==> config.mk <==
export PLATFORM = sky130hd
export DESIGN_NAME = load_average_core_count_governor_top_flat
export DESIGN_NICKNAME = d
export VERILOG_FILES = /design/src/rtl/lacg_pkg.sv /design/src/rtl/lacg_if.sv /design/src/rtl/lacg_ctrl.sv /design/src/rtl/lacg_dp.sv /design/src/rtl/load_average_core_count_governor_top.sv /design/src/flat_wrapper.sv
export SDC_FILE = /design/constraint.sdc
export NUM_CORES = 1
export LEC_CHECK = 0
export ABC_AREA = 1
export BUFFER_PORTS_ARGS = -buffer_cell sky130_fd_sc_hd__buf_2
export CAP_MARGIN = 20
export CORE_MARGIN = 3
export CORE_UTILIZATION = 50
export DETAILED_ROUTE_END_ITERATION = 6
export PLACE_DENSITY = 0.75
export SETUP_SLACK_MARGIN = 0.02
export SLEW_MARGIN = 40
export SYNTH_ARGS = -nofsm -noshare
export SYNTH_HDL_FRONTEND = slang
export SYNTH_SLANG_ARGS = --single-unit
==> constraint.sdc <==
create_clock -name clk -period 3.9 [get_ports clk]
set_input_delay 0.78 -clock clk [delete_from_list [all_inputs] [get_ports clk]]
set_output_delay 0.78 -clock clk [all_outputs]
set_load 0.01 [all_outputs]
==> src/rtl/lacg_pkg.sv <==
package lacg_pkg;

    localparam int DEF_HISTORY_DEPTH = 8;
    localparam int DEF_NUM_CORES     = 4;

    localparam int LOAD_UNIT         = 100;
    localparam int ALL_LOAD_PER_CORE = 120;
    localparam int DEFAULT_INTERVAL  = 20;
    localparam int LOAD_MAX          = 102300;

    localparam int FUNC_W   = 2;
    localparam int RUN_W    = 10;
    localparam int CORE_W   = 4;
    localparam int ACTION_W = 3;
    localparam int DELAY_W  = 23;
    localparam int AVG_W    = 17;
    localparam int IVL_W    = 16;
    localparam int SCALE_W  = 4;
    localparam int THR_W    = 10;
    localparam int CFG_IDX_W  = 3;
    localparam int CFG_DATA_W = 16;

    localparam logic [DELAY_W-1:0] DELAY_MAX = {DELAY_W{1'b1}};

    typedef enum logic [FUNC_W-1:0] {
        FUNC_SAMPLE  = 2'd0,
        FUNC_BOOST   = 2'd1,
        FUNC_UNPAUSE = 2'd2
    } func_t;

    typedef enum logic [ACTION_W-1:0] {
        ACT_NONE     = 3'd0,
        ACT_ALL      = 3'd1,
        ACT_ONE      = 3'd2,
        ACT_OFF      = 3'd3,
        ACT_RESAMPLE = 3'd4
    } action_t;

    typedef enum logic [CFG_IDX_W-1:0] {
        REG_ENABLE    = 3'd0,
        REG_MIN_CORES = 3'd1,
        REG_MAX_CORES = 3'd2,
        REG_INTERVAL  = 3'd3,
        REG_SCALE     = 3'd4,
        REG_RAISE     = 3'd5,
        REG_LOWER     = 3'd6
    } cfg_reg_t;

    typedef enum logic [2:0] {
        ST_IDLE,
        ST_READ,
        ST_UPDATE,
        ST_MULT,
        ST_SCALE,
        ST_DECIDE,
        ST_OUT
    } state_t;

    typedef struct packed {
        logic capture;
        logic read;
        logic update;
        logic mult;
        logic scale;
        logic decide;
    } lacg_cmd_t;

    typedef struct packed {
        logic is_sample;
    } lacg_status_t;

endpackage

==> src/rtl/lacg_if.sv <==
interface lacg_in_if;
    logic       valid;
    logic       ready;
    logic [1:0] func;
    logic [9:0] run_count;
    logic [3:0] cores_online;
    logic       offline_pending;
    logic       screen_suspended;

    modport source (output valid, func, run_count, cores_online, offline_pending,
                    screen_suspended, input ready);
    modport sink (input valid, func, run_count, cores_online, offline_pending,
                  screen_suspended, output ready);
endinterface

interface lacg_out_if;
    logic        valid;
    logic        ready;
    logic [2:0]  action;
    logic        cancel_offline;
    logic        start_unpause_timer;
    logic [22:0] next_delay;
    logic [16:0] average_load;
    logic        paused_now;
    logic        boost_now;

    modport source (output valid, action, cancel_offline, start_unpause_timer, next_delay,
                    average_load, paused_now, boost_now, input ready);
    modport sink (input valid, action, cancel_offline, start_unpause_timer, next_delay,
                  average_load, paused_now, boost_now, output ready);
endinterface

interface lacg_cfg_if;
    logic        valid;
    logic        ready;
    logic [2:0]  index;
    logic [15:0] data;

    modport source (output valid, index, data, input ready);
    modport sink (input valid, index, data, output ready);
endinterface

==> src/rtl/lacg_ctrl.sv <==
module lacg_ctrl (
    input  logic                    clk,
    input  logic                    rst_n,
    input  logic                    evt_valid,
    output logic                    evt_ready,
    output logic                    res_valid,
    input  logic                    res_ready,
    input  lacg_pkg::lacg_status_t  status,
    output lacg_pkg::lacg_cmd_t     cmd
);
    import lacg_pkg::*;

    state_t state_reg;
    state_t state_next;

    always_ff @(posedge clk or negedge rst_n)
    begin
        if (!rst_n)
        begin
            state_reg <= ST_IDLE;
        end
        else
        begin
            state_reg <= state_next;
        end
    end

    always_comb
    begin
        state_next = state_reg;
        unique case (state_reg)
            ST_IDLE:
            begin
                if (evt_valid)
                begin
                    state_next = ST_READ;
                end
            end
            ST_READ:
            begin
                state_next = status.is_sample ? ST_UPDATE : ST_MULT;
            end
            ST_UPDATE: state_next = ST_MULT;
            ST_MULT:   state_next = ST_SCALE;
            ST_SCALE:  state_next = ST_DECIDE;
            ST_DECIDE: state_next = ST_OUT;
            ST_OUT:
            begin
                if (res_ready)
                begin
                    state_next = ST_IDLE;
                end
            end
            default:   state_next = ST_IDLE;
        endcase
    end

    always_comb
    begin
        cmd         = '0;
        evt_ready   = 1'b0;
        res_valid   = 1'b0;
        unique case (state_reg)
            ST_IDLE:
            begin
                evt_ready   = 1'b1;
                cmd.capture = evt_valid;
            end
            ST_READ:   cmd.read   = 1'b1;
            ST_UPDATE: cmd.update = 1'b1;
            ST_MULT:   cmd.mult   = 1'b1;
            ST_SCALE:  cmd.scale  = 1'b1;
            ST_DECIDE: cmd.decide = 1'b1;
            ST_OUT:    res_valid  = 1'b1;
            default:   cmd        = '0;
        endcase
    end

endmodule

==> src/rtl/lacg_dp.sv <==
module lacg_dp #(
    parameter int HISTORY_DEPTH = lacg_pkg::DEF_HISTORY_DEPTH,
    parameter int NUM_CORES     = lacg_pkg::DEF_NUM_CORES
) (
    input  logic                                 clk,
    input  logic                                 rst_n,
    input  lacg_pkg::lacg_cmd_t                  cmd,
    output lacg_pkg::lacg_status_t               status,
    input  logic [lacg_pkg::FUNC_W-1:0]          func,
    input  logic [lacg_pkg::RUN_W-1:0]           run_count,
    input  logic [lacg_pkg::CORE_W-1:0]          cores_online,
    input  logic                                 offline_pending,
    input  logic                                 screen_suspended,
    input  logic                                 cfg_write,
    input  logic [lacg_pkg::CFG_IDX_W-1:0]       cfg_index,
    input  logic [lacg_pkg::CFG_DATA_W-1:0]      cfg_data,
    output logic [lacg_pkg::ACTION_W-1:0]        action,
    output logic                                 cancel_offline,
    output logic                                 start_unpause_timer,
    output logic [lacg_pkg::DELAY_W-1:0]         next_delay,
    output logic [lacg_pkg::AVG_W-1:0]           average_load,
    output logic                                 paused_now,
    output logic                                 boost_now
);
    import lacg_pkg::*;

    localparam int POS_W   = $clog2(HISTORY_DEPTH);
    localparam int SUM_W   = $clog2(LOAD_MAX * HISTORY_DEPTH + 1);
    localparam int SHIFT   = SUM_W + $clog2(HISTORY_DEPTH);
    localparam int RECIP_W = SUM_W + 1;
    localparam int PROD_W  = SUM_W + RECIP_W;
    localparam longint unsigned RECIP =
        ((64'd1 << SHIFT) + longint'(HISTORY_DEPTH) - 1) / longint'(HISTORY_DEPTH);
    localparam int CTHR_W  = THR_W + CORE_W;
    localparam int D1_W    = IVL_W + CORE_W;
    localparam int D2_W    = D1_W + SCALE_W;
    localparam logic [AVG_W-1:0] ALL_THR = AVG_W'(ALL_LOAD_PER_CORE * NUM_CORES);

    // configuration
    logic               enable_reg;
    logic [CORE_W-1:0]  min_cores_reg;
    logic [CORE_W-1:0]  max_cores_reg;
    logic [IVL_W-1:0]   interval_reg;
    logic [SCALE_W-1:0] scale_reg;
    logic [THR_W-1:0]   raise_reg;
    logic [THR_W-1:0]   lower_reg;

    // state
    logic [AVG_W-1:0]          ring_mem [HISTORY_DEPTH];
    logic [HISTORY_DEPTH-1:0]  ring_vld_reg;
    logic [POS_W-1:0]          pos_reg;
    logic [SUM_W-1:0]          sum_reg;
    logic [SUM_W-1:0]          sum_next;
    logic                      paused_reg;
    logic                      boost_reg;
    logic                      paused_next;
    logic                      boost_next;

    // captured event and intermediates
    logic [FUNC_W-1:0]  func_reg;
    logic [RUN_W-1:0]   run_reg;
    logic [CORE_W-1:0]  cores_reg;
    logic               pending_reg;
    logic               susp_reg;
    logic [AVG_W-1:0]   sample_reg;
    logic [AVG_W-1:0]   rd_mem_reg;
    logic               rd_vld_reg;
    logic [PROD_W-1:0]  avg_prod_reg;
    logic [CTHR_W-1:0]  raise_prod_reg;
    logic [CTHR_W-1:0]  lower_prod_reg;
    logic [D1_W-1:0]    dly1_reg;
    logic [D2_W-1:0]    dly2_reg;

    logic [ACTION_W-1:0] action_reg;
    logic                cancel_reg;
    logic                timer_reg;
    logic [DELAY_W-1:0]  delay_reg;

    logic [ACTION_W-1:0] action_next;
    logic                cancel_next;
    logic                timer_next;
    logic [DELAY_W-1:0]  delay_next;

    logic [IVL_W-1:0]   eff_ivl;
    logic [CORE_W-1:0]  lo;
    logic [CORE_W-1:0]  hi;
    logic [SCALE_W-1:0] mul_sel;
    logic [AVG_W-1:0]   avg;
    logic [DELAY_W-1:0] dly_sat;
    logic [AVG_W-1:0]   old_entry;

    assign eff_ivl   = (interval_reg == '0) ? IVL_W'(DEFAULT_INTERVAL) : interval_reg;
    assign lo        = (min_cores_reg == '0) ? CORE_W'(1) : min_cores_reg;
    assign hi        = (max_cores_reg > CORE_W'(NUM_CORES)) ? CORE_W'(NUM_CORES) : max_cores_reg;
    assign mul_sel   = (scale_reg == '0) ? SCALE_W'(cores_reg) : scale_reg;
    assign avg       = avg_prod_reg[SHIFT +: AVG_W];
    assign dly_sat   = (dly2_reg > D2_W'(DELAY_MAX)) ? DELAY_MAX : dly2_reg[DELAY_W-1:0];
    assign old_entry = rd_vld_reg ? rd_mem_reg : '0;
    assign sum_next  = sum_reg - SUM_W'(old_entry) + SUM_W'(sample_reg);

    assign status.is_sample = (func_reg == FUNC_SAMPLE) && enable_reg;

    always_ff @(posedge clk or negedge rst_n)
    begin
        if (!rst_n)
        begin
            enable_reg    <= 1'b0;
            min_cores_reg <= CORE_W'(2);
            max_cores_reg <= CORE_W'(4);
            interval_reg  <= IVL_W'(20);
            scale_reg     <= SCALE_W'(2);
            raise_reg     <= THR_W'(200);
            lower_reg     <= THR_W'(50);
        end
        else if (cfg_write)
        begin
            unique case (cfg_index)
                REG_ENABLE:    enable_reg    <= cfg_data[0];
                REG_MIN_CORES: min_cores_reg <= cfg_data[CORE_W-1:0];
                REG_MAX_CORES: max_cores_reg <= cfg_data[CORE_W-1:0];
                REG_INTERVAL:  interval_reg  <= cfg_data[IVL_W-1:0];
                REG_SCALE:     scale_reg     <= cfg_data[SCALE_W-1:0];
                REG_RAISE:     raise_reg     <= cfg_data[THR_W-1:0];
                REG_LOWER:     lower_reg     <= cfg_data[THR_W-1:0];
                default:       enable_reg    <= enable_reg;
            endcase
        end
    end

    always_ff @(posedge clk or negedge rst_n)
    begin
        if (!rst_n)
        begin
            ring_vld_reg <= '0;
            pos_reg      <= '0;
            sum_reg      <= '0;
            paused_reg   <= 1'b1;
            boost_reg    <= 1'b0;
        end
        else
        begin
            if (cmd.update)
            begin
                ring_vld_reg[pos_reg] <= 1'b1;
                sum_reg               <= sum_next;
                pos_reg               <= (pos_reg == POS_W'(HISTORY_DEPTH - 1)) ?
                                         '0 : pos_reg + POS_W'(1);
            end
            if (cmd.decide)
            begin
                paused_reg <= paused_next;
                boost_reg  <= boost_next;
            end
        end
    end

    // ring memory: one write port, one registered read port
    always_ff @(posedge clk)
    begin
        if (cmd.update)
        begin
            ring_mem[pos_reg] <= sample_reg;
        end
        if (cmd.read)
        begin
            rd_mem_reg <= ring_mem[pos_reg];
        end
    end

    always_ff @(posedge clk)
    begin
        if (cmd.capture)
        begin
            func_reg    <= func;
            run_reg     <= run_count;
            cores_reg   <= (cores_online == '0) ? CORE_W'(1) : cores_online;
            pending_reg <= offline_pending;
            susp_reg    <= screen_suspended;
        end
        if (cmd.read)
        begin
            rd_vld_reg <= ring_vld_reg[pos_reg];
            sample_reg <= AVG_W'(run_reg) * AVG_W'(LOAD_UNIT);
        end
        if (cmd.mult)
        begin
            avg_prod_reg   <= PROD_W'(sum_reg) * PROD_W'(RECIP);
            raise_prod_reg <= CTHR_W'(raise_reg) * CTHR_W'(cores_reg);
            lower_prod_reg <= CTHR_W'(lower_reg) * CTHR_W'(cores_reg);
            dly1_reg       <= D1_W'(eff_ivl) * D1_W'(cores_reg);
        end
        if (cmd.scale)
        begin
            dly2_reg <= D2_W'(dly1_reg) * D2_W'(mul_sel);
        end
        if (cmd.decide)
        begin
            action_reg <= action_next;
            cancel_reg <= cancel_next;
            timer_reg  <= timer_next;
            delay_reg  <= delay_next;
        end
    end

    always_comb
    begin
        action_next = ACT_NONE;
        cancel_next = 1'b0;
        timer_next  = 1'b0;
        delay_next  = '0;
        paused_next = paused_reg;
        boost_next  = boost_reg;
        priority if ((func_reg == FUNC_SAMPLE) && enable_reg)
        begin
            priority if (avg >= ALL_THR && hi > cores_reg)
            begin
                paused_next = 1'b1;
                cancel_next = pending_reg;
                action_next = ACT_ALL;
            end
            else if (paused_reg)
            begin
                action_next = ACT_RESAMPLE;
                delay_next  = DELAY_W'(eff_ivl);
            end
            else if (avg >= AVG_W'(raise_prod_reg) && hi > cores_reg)
            begin
                cancel_next = pending_reg;
                action_next = ACT_ONE;
            end
            else
            begin
                if (avg <= AVG_W'(lower_prod_reg) && lo < cores_reg)
                begin
                    if (!pending_reg)
                    begin
                        action_next = ACT_OFF;
                    end
                    boost_next = 1'b0;
                end
                delay_next = dly_sat;
            end
        end
        else if ((func_reg == FUNC_BOOST) && enable_reg && !susp_reg)
        begin
            if (!boost_reg && hi > cores_reg)
            begin
                boost_next = 1'b1;
                priority if (cores_reg < CORE_W'(2))
                begin
                    cancel_next = 1'b1;
                    paused_next = 1'b1;
                    action_next = ACT_ONE;
                    timer_next  = 1'b1;
                end
                else if (pending_reg)
                begin
                    cancel_next = 1'b1;
                    paused_next = 1'b1;
                    timer_next  = 1'b1;
                    delay_next  = DELAY_W'(eff_ivl);
                end
                else
                begin
                    timer_next  = 1'b0;
                end
            end
        end
        else if (func_reg == FUNC_UNPAUSE)
        begin
            paused_next = 1'b0;
        end
        else
        begin
            action_next = ACT_NONE;
        end
    end

    assign action              = action_reg;
    assign cancel_offline      = cancel_reg;
    assign start_unpause_timer = timer_reg;
    assign next_delay          = delay_reg;
    assign average_load        = avg;
    assign paused_now          = paused_reg;
    assign boost_now           = boost_reg;

endmodule

==> src/rtl/load_average_core_count_governor_top.sv <==
// Load-based core-count governor. Each event transfer on evt (load sample, boost
// request or unpause expiry) yields exactly one result transfer on res. Events are
// handled one at a time: evt.ready is high only while the block is idle, and a
// result stays on res until taken. A load sample with the governor enabled raises
// res.valid after a ring read, ring update, average and threshold multiplies, delay
// scaling and decision, in that order; other events skip the ring update. A new event
// is accepted only after the previous result has been taken. The averaging divide
// is a reciprocal multiply, so HISTORY_DEPTH need not be a power of two.
// Configuration writes on cfg are always accepted and must be made while idle.
module load_average_core_count_governor_top #(
    parameter int HISTORY_DEPTH = lacg_pkg::DEF_HISTORY_DEPTH,
    parameter int NUM_CORES     = lacg_pkg::DEF_NUM_CORES
) (
    input  logic        clk,
    input  logic        rst_n,
    lacg_in_if.sink     evt,
    lacg_out_if.source  res,
    lacg_cfg_if.sink    cfg
);
    import lacg_pkg::*;

    lacg_cmd_t    cmd;
    lacg_status_t status;

    assign cfg.ready = 1'b1;

    lacg_ctrl u_ctrl (
        .clk       (clk),
        .rst_n     (rst_n),
        .evt_valid (evt.valid),
        .evt_ready (evt.ready),
        .res_valid (res.valid),
        .res_ready (res.ready),
        .status    (status),
        .cmd       (cmd)
    );

    lacg_dp #(
        .HISTORY_DEPTH (HISTORY_DEPTH),
        .NUM_CORES     (NUM_CORES)
    ) u_dp (
        .clk                 (clk),
        .rst_n               (rst_n),
        .cmd                 (cmd),
        .status              (status),
        .func                (evt.func),
        .run_count           (evt.run_count),
        .cores_online        (evt.cores_online),
        .offline_pending     (evt.offline_pending),
        .screen_suspended    (evt.screen_suspended),
        .cfg_write           (cfg.valid && cfg.ready),
        .cfg_index           (cfg.index),
        .cfg_data            (cfg.data),
        .action              (res.action),
        .cancel_offline      (res.cancel_offline),
        .start_unpause_timer (res.start_unpause_timer),
        .next_delay          (res.next_delay),
        .average_load        (res.average_load),
        .paused_now          (res.paused_now),
        .boost_now           (res.boost_now)
    );

endmodule

==> src/flat_wrapper.sv <==
// flat-port wrapper written by rule: the top's interface ports become plain ports
module load_average_core_count_governor_top_flat import lacg_pkg::*;
#(
    parameter int HISTORY_DEPTH = lacg_pkg::DEF_HISTORY_DEPTH,
    parameter int NUM_CORES     = lacg_pkg::DEF_NUM_CORES
)
  (clk, rst_n, evt_valid, evt_func, evt_run_count, evt_cores_online, evt_offline_pending, evt_screen_suspended, evt_ready, res_valid, res_action, res_cancel_offline, res_start_unpause_timer, res_next_delay, res_average_load, res_paused_now, res_boost_now, res_ready, cfg_valid, cfg_index, cfg_data, cfg_ready);
  lacg_in_if evt_i ();
  lacg_out_if res_i ();
  lacg_cfg_if cfg_i ();
  input  logic clk;
  input  logic rst_n;
  input wire logic [$bits(evt_i.valid)-1:0] evt_valid;
  input wire logic [$bits(evt_i.func)-1:0] evt_func;
  input wire logic [$bits(evt_i.run_count)-1:0] evt_run_count;
  input wire logic [$bits(evt_i.cores_online)-1:0] evt_cores_online;
  input wire logic [$bits(evt_i.offline_pending)-1:0] evt_offline_pending;
  input wire logic [$bits(evt_i.screen_suspended)-1:0] evt_screen_suspended;
  output wire logic [$bits(evt_i.ready)-1:0] evt_ready;
  output wire logic [$bits(res_i.valid)-1:0] res_valid;
  output wire logic [$bits(res_i.action)-1:0] res_action;
  output wire logic [$bits(res_i.cancel_offline)-1:0] res_cancel_offline;
  output wire logic [$bits(res_i.start_unpause_timer)-1:0] res_start_unpause_timer;
  output wire logic [$bits(res_i.next_delay)-1:0] res_next_delay;
  output wire logic [$bits(res_i.average_load)-1:0] res_average_load;
  output wire logic [$bits(res_i.paused_now)-1:0] res_paused_now;
  output wire logic [$bits(res_i.boost_now)-1:0] res_boost_now;
  input wire logic [$bits(res_i.ready)-1:0] res_ready;
  input wire logic [$bits(cfg_i.valid)-1:0] cfg_valid;
  input wire logic [$bits(cfg_i.index)-1:0] cfg_index;
  input wire logic [$bits(cfg_i.data)-1:0] cfg_data;
  output wire logic [$bits(cfg_i.ready)-1:0] cfg_ready;
  assign evt_i.valid = evt_valid;
  assign evt_i.func = evt_func;
  assign evt_i.run_count = evt_run_count;
  assign evt_i.cores_online = evt_cores_online;
  assign evt_i.offline_pending = evt_offline_pending;
  assign evt_i.screen_suspended = evt_screen_suspended;
  assign evt_ready = evt_i.ready;
  assign res_valid = res_i.valid;
  assign res_action = res_i.action;
  assign res_cancel_offline = res_i.cancel_offline;
  assign res_start_unpause_timer = res_i.start_unpause_timer;
  assign res_next_delay = res_i.next_delay;
  assign res_average_load = res_i.average_load;
  assign res_paused_now = res_i.paused_now;
  assign res_boost_now = res_i.boost_now;
  assign res_i.ready = res_ready;
  assign cfg_i.valid = cfg_valid;
  assign cfg_i.index = cfg_index;
  assign cfg_i.data = cfg_data;
  assign cfg_ready = cfg_i.ready;
  load_average_core_count_governor_top #(.HISTORY_DEPTH(HISTORY_DEPTH), .NUM_CORES(NUM_CORES)) u_core (.clk(clk), .rst_n(rst_n), .evt(evt_i), .res(res_i), .cfg(cfg_i));
endmodule
==> impl_metrics.env, run 1 <==
export IMPL_synth_cells=2505
export IMPL_crit_arrival_ns=4.16
export IMPL_std_cell_rows=79
export IMPL_synth_cell_types=53
export IMPL_fin_ws_ns=0.0697
export IMPL_clock_root_buffer="clkbuf_16"
export IMPL_coreArea_um2=46700
export IMPL_grt_first_pass_wirelength_um=92600
export IMPL_run_status="complete, no violations"
export IMPL_grt_pass1_vias=17912
export IMPL_p_switching_w=0.0110
export IMPL_combPwrFrac=0.555
export IMPL_avgSynthCellArea_um2=9.44
export IMPL_synth_top_area_frac=0.363
export IMPL_die_w_um=224
export IMPL_fillers=3828
export IMPL_swShare=0.444
export IMPL_drt_first_iter_violations=1534
export IMPL_synth_top_area_cell="edfxtp_1"
export IMPL_antenna_found_initial=6
export IMPL_crit_path_end_kind="register"
export IMPL_areaGrowthSynthToFinish_pct=16.5
export IMPL_remaining_drc_errors=0
export IMPL_grt_start_max_net_pins=39
export IMPL_num_vias=17804
export IMPL_drv_cap=0
export IMPL_critPathRequiredTime_ns=4.22
export IMPL_vias_per_cell=5.38
export IMPL_p_seq_frac=0.272
export IMPL_min_period_ns=3.83
export IMPL_ios=92
export IMPL_fin_skew_ns=0.0328
export IMPL_drt_total_wl_um=58600
export IMPL_clkTransAtPathRegs_ns=0.07
export IMPL_ys_seq_area_frac=0.451
export IMPL_portBuffers=90
export IMPL_p_int_w=0.0137
export IMPL_dpl_hpwl_um=43300
export IMPL_largest_register_ffs=120
export IMPL_clk_latency_ns=0.58
export IMPL_clockPowerShare=0.174
export IMPL_die_h_um=224
export IMPL_drive_gt1_frac=0.152
export IMPL_whs_ns=0.205
export IMPL_globalRoute_totalOverflow=0
export IMPL_cp_start_kind="register"
export IMPL_dr_pass1_iters=5
export IMPL_yosys_top_cells_area="edfxtp_1, fa_1, ha_1"
export IMPL_setup_viol=0
export IMPL_crit_type="reg2reg"
export IMPL_async_flop_share=0.225
export IMPL_timing_slew_headroom=0.491
export IMPL_nets=3005
export IMPL_min_path_type="in2async"
export IMPL_place_congestion=0.937
export IMPL_final_cells=3312
export IMPL_cts_hold_buf=0
export IMPL_htreeDepth=2
export IMPL_leakage_nw=13.3
export IMPL_cts_buffer_depth=3
export IMPL_synth_seq_cells=369
export IMPL_max_vdd_ir_drop_mv=0.473
export IMPL_fin_setup_tns_ns=0
export IMPL_yosysWarningCount=0
export IMPL_initial_utilization=0.507
export IMPL_syn_num_nets=2841
export IMPL_powerDensity_nw_per_um2=896
export IMPL_wl_per_cell_um=17.7
export IMPL_dp_slack_ns=-0.154
export IMPL_netlist_area_um2=23700
export IMPL_drv_slew=0
export IMPL_cp_max_fo=7
export IMPL_hold_viol=0
export IMPL_cts_sinks=369
export IMPL_fmax_ghz=0.261
export IMPL_cts_tree="yes"
export IMPL_yosys_top_cells_count="inv_1, nand2_1, edfxtp_1, nor2_1, ha_1"
export IMPL_synth_edf_count=286
export IMPL_ant_nets=0
export IMPL_ys_flop_type="edfxtp_1"
export IMPL_track_usage=0.233
export IMPL_timing_final_crit_share=0.982
export IMPL_die_area_um2=50000
export IMPL_rsz0062_at_grt="yes"
export IMPL_fin_total_pwr_w=0.0247
export IMPL_cts_buffers=41
export IMPL_tightest_slew_ns=0.763
export IMPL_post_place_cells=3222
-- power by group through the flow --
stage               Sequential [W]  Combinational (W)  Clock, W
floorplan                  0.00653            0.00854         0
global placement           0.00668             0.0115         0
detailed placement         0.00675             0.0118         0
CTS                        0.00669             0.0119   0.00435
global route               0.00681             0.0154   0.00450
finish                     0.00670             0.0137   0.00429
-- per-layer routing --
metal	vias to the layer above	routed length, µm	track usage
met5	-	32	0
met4	6	1290	0.0675
met3	94	5110	0.0604
met2	640	27400	0.378
met1	8615	24700	0.312
li1	8449	-	-
-- layout make-up --
type                            instances  area, µm²  share of cell area
Multi-Input combinational cell       1573      11500               0.418
Sequential cell                       369      10700               0.387
Inverter                              513       1930              0.0700
Clock buffer                           57       1220              0.0442
Timing Repair Buffer                  171       1140              0.0414
Tap cell                              607        759              0.0276
Clock inverter                         19        302              0.0109
Antenna cell                            3       7.51            0.000272
-- worst max-delay path, cell delays in order (launching register included) --
cell and delay [ns]:
dfstp_2 0.55, nor2_2 0.06, a31oi_4 0.39, clkbuf_16 0.23
nor2_1 0.05, fa_1 0.53, inv_1 0.05, fa_1 0.52
inv_1 0.06, ha_4 0.27, a21oi_2 0.17, o21ai_0 0.14
a211oi_1 0.25, nand3_1 0.14, xor2_1 0.16
-- final timing paths --
| path | start | end | slack [ns] | depth (start not counted) |
|---|---|---|---|---|
| max | u_core.u_dp.scale_reg[1]$_DFFE_PN1P_ | u_core.u_dp.dly2_reg[20]$_DFFE_PP_ | 0.07 | 14 |
| min | rst_n | u_core.u_dp.interval_reg[13]$_DFFE_PN0P_ | 0.21 | 1 |
| max reg2reg | u_core.u_dp.scale_reg[1]$_DFFE_PN1P_ | u_core.u_dp.dly2_reg[20]$_DFFE_PP_ | 0.07 | 14 |
| min reg2reg | u_core.u_dp.sum_reg[11]$_DFFE_PN0P_ | u_core.u_dp.avg_prod_reg[31]$_DFFE_PP_ | 0.45 | 0 |
| max in group asynchronous | rst_n | u_core.u_dp.lower_reg[1]$_DFFE_PN1P_ | 2.84 | 2 |
| min in group clk | evt_run_count[8] | u_core.u_dp.run_reg[8]$_DFFE_PP_ | 0.38 | 1 |
-- layout by cell type (no fill, tap or decap), types with 75 or more instances in the layout --
master / count
o21ai_0: 98
fa_1: 114
edfxtp_1: 286
nand2_1: 490
buf_4: 75
nor2_1: 196
a21oi_1: 89
buf_2: 89
inv_1: 497
ha_1: 158
-- kinds of logic (layout without fill, tap and decap cells) --
family,count (synthesis),count (layout),share of synthesized area
AO/OA/AOI/OAI,330,330,0.0847
AND/OR/NAND/NOR,868,868,0.150
other,2,5,0.000317
multiplexers,6,6,0.00286
flip-flops,369,369,0.451
adder cells (fa/ha/maj),294,294,0.193
XOR/XNOR,73,73,0.0270
buffers and inverters,563,760,0.0910
-- metrics by stage --
stage,utilization,cell area (µm²)
floorplan,-,23700
global placement,0.541,25300
detailed placement,0.542,25300
CTS,0.575,26800
global route,0.591,27600
finish,0.591,27600
-- repair_timing --
item,4_1_cts,5_1_grt
pin swaps,0,43
setup buffers,0,9
cloned,0,1
resized for setup,3,151
endpoints found under the setup margin,11,30
Note: power is estimated with default switching activity, not from simulation.
==> run 2: changes to the inputs <==
--- a/config.mk
+++ b/config.mk
@@ -11,9 +11,9 @@
 export CORE_MARGIN = 3
 export CORE_UTILIZATION = 50
 export DETAILED_ROUTE_END_ITERATION = 6
+export MAX_ROUTING_LAYER = met4
 export PLACE_DENSITY = 0.75
-export SETUP_SLACK_MARGIN = 0.02
-export SLEW_MARGIN = 40
+export SETUP_SLACK_MARGIN = 0.3
 export SYNTH_ARGS = -nofsm -noshare
 export SYNTH_HDL_FRONTEND = slang
 export SYNTH_SLANG_ARGS = --single-unit
==> run 2 against run 1 <==
  * Routed wire length grew 1.3%
  * Clock-buffer cell count shrank 4
  * Non-clock buffer count grew 49
  * Largest power group unchanged
==> impl_metrics.env, run 2 (synthesis results as in run 1) <==
export IMPL_run_status="complete, no violations"
export IMPL_cts_hold_buf=0
export IMPL_final_cell_mix="nand2_1, inv_1, edfxtp_1, nor2_1, ha_1"
export IMPL_setup_worst_path_start="u_core.u_dp.scale_reg[1]$_DFFE_PN1P_"
export IMPL_crit_type="reg2reg"
export IMPL_grt_pass1_vias=18043
export IMPL_nets=3054
export IMPL_initial_utilization=0.507
export IMPL_crit_arrival_ns=4.10
export IMPL_powerDensity_nw_per_um2=889
export IMPL_clk_latency_ns=0.57
export IMPL_hold_viol=0
export IMPL_cp_buffers_inverters=4
export IMPL_reg2reg_to="u_core.u_dp.dly2_reg[21]$_DFFE_PP_"
export IMPL_largest_register_ffs=120
export IMPL_drv_cap=0
export IMPL_place_congestion=0.903
export IMPL_remaining_drc_errors=0
export IMPL_cp_start_kind="register"
export IMPL_leakage_nw=13.5
export IMPL_clock_root_buffer="clkbuf_16"
export IMPL_die_h_um=224
export IMPL_die_area_um2=50000
export IMPL_fmax_ghz=0.264
export IMPL_tightest_slew_ns=0.987
export IMPL_slowest_stage="dfstp_2"
export IMPL_coreArea_um2=46700
export IMPL_fin_setup_tns_ns=0
export IMPL_final_util=0.602
export IMPL_fin_ws_ns=0.117
export IMPL_max_vdd_ir_drop_mv=0.483
export IMPL_whs_ns=0.364
export IMPL_cts_buffer_depth=3
export IMPL_dp_slack_ns=-0.0236
export IMPL_drt_total_wl_um=59300
export IMPL_ios=92
export IMPL_dpl_hpwl_um=43700
export IMPL_timing_slew_headroom=0.342
export IMPL_grt_start_max_net_pins=72
export IMPL_setup_viol=0
export IMPL_clkTransAtPathRegs_ns=0.06
export IMPL_crit_family="adder cells"
export IMPL_min_path_type="in2async"
export IMPL_cp_depth=15
export IMPL_rsz0062_at_grt="yes"
export IMPL_die_w_um=224
export IMPL_cts_buffers=41
export IMPL_drive_gt1_frac=0.180
export IMPL_std_cell_rows=79
export IMPL_critPathRequiredTime_ns=4.22
export IMPL_crit_path_end_kind="register"
export IMPL_antenna_found_initial=5
export IMPL_drv_slew=0
export IMPL_slowest_delay_ns=0.58
export IMPL_r2r_setup_slack_ns=0.12
export IMPL_grt_first_pass_wirelength_um=94000
export IMPL_ant_nets=0
export IMPL_min_period_ns=3.78
export IMPL_cp_cell_sequence="nor2_4 -> a31oi_4 -> buf_6 -> buf_12 -> nor2_1 -> fa_1 -> inv_1 -> fa_1 -> inv_2 -> ha_4 -> nand2_4 -> nor4_4 -> nand4_1 -> nand4_1 -> nand2_1"
export IMPL_fin_skew_ns=0.0291
export IMPL_dr_pass1_iters=5
export IMPL_globalRoute_totalOverflow=0
export IMPL_timing_rr_start="u_core.u_dp.scale_reg[1]$_DFFE_PN1P_"
export IMPL_track_usage=0.243
export IMPL_timing_final_crit_share=0.970
export IMPL_wl_per_cell_um=17.6
export IMPL_setup_worst_path_end="u_core.u_dp.dly2_reg[21]$_DFFE_PP_"
export IMPL_drt_first_iter_violations=1382
export IMPL_cts_tree="yes"
export IMPL_portBuffers=90
export IMPL_cp_max_fo=7
export IMPL_final_common_cell="nand2_1"
export IMPL_areaGrowthSynthToFinish_pct=18.6
export IMPL_vias_per_cell=5.30
export IMPL_ff2ff_path_depth=15
export IMPL_num_vias=17819
export IMPL_cts_sinks=369
export IMPL_htreeDepth=2
run 2: worst min path at each step:
stage / slack [ns] / endpoint / cells after the start
after floorplan: 0.42 / u_core.u_dp.avg_prod_reg[23]$_DFFE_PP_ / 0
after global placement: 0.43 / u_core.u_dp.avg_prod_reg[24]$_DFFE_PP_ / 0
after detailed placement: 0.44 / u_core.u_dp.avg_prod_reg[24]$_DFFE_PP_ / 0
after CTS: 0.36 / u_core.u_dp.run_reg[1]$_DFFE_PP_ / 1
after global routing: 0.37 / u_core.u_dp.run_reg[7]$_DFFE_PP_ / 1
final: 0.36 / u_core.u_dp.ring_vld_reg[4]$_DFFE_PN0P_ / 1
run 2: what timing repair did:
action	4_1_cts	5_1_grt
gates resized for setup	119	102
setup endpoints to repair	32	37
pin swaps	52	56
gates cloned	1	2
buffers inserted	39	17
run 2: through the flow:
stage	area, µm²	total power [W]	std cells
2_1_floorplan	23800	0.0152	2505
3_3_place_gp	25300	0.0184	3223
3_5_place_dp	25300	0.0187	3223
4_1_cts	27500	0.0240	3338
5_1_grt	28100	0.0270	3361
6_report	28100	0.0249	3363
run 2: area by class of cell:
cell class                 count  area, µm²
fill                        3772      18600
multi-input combinational   1573      11700
sequential                   369      10700
inverter                     513       1930
timing repair buffer         220       1640
clock buffer                  53       1090
tap                          607        759
clock inverter                22        229
antenna                        6       15.0
run 2: layer usage:
layer	wire length, µm	GRT usage	vias up
met5	0	-	-
met4	1390	0.0683	0
met3	5270	0.0468	89
met2	27000	0.377	617
met1	25700	0.331	8579
li1	-	-	8534
run 2: where the power goes:
group          internal (W)  leakage [nW]  switching, W  total, W
clock               0.00225         0.640       0.00156   0.00381
sequential          0.00593          3.63      0.000741   0.00667
combinational       0.00561          9.19       0.00885    0.0145
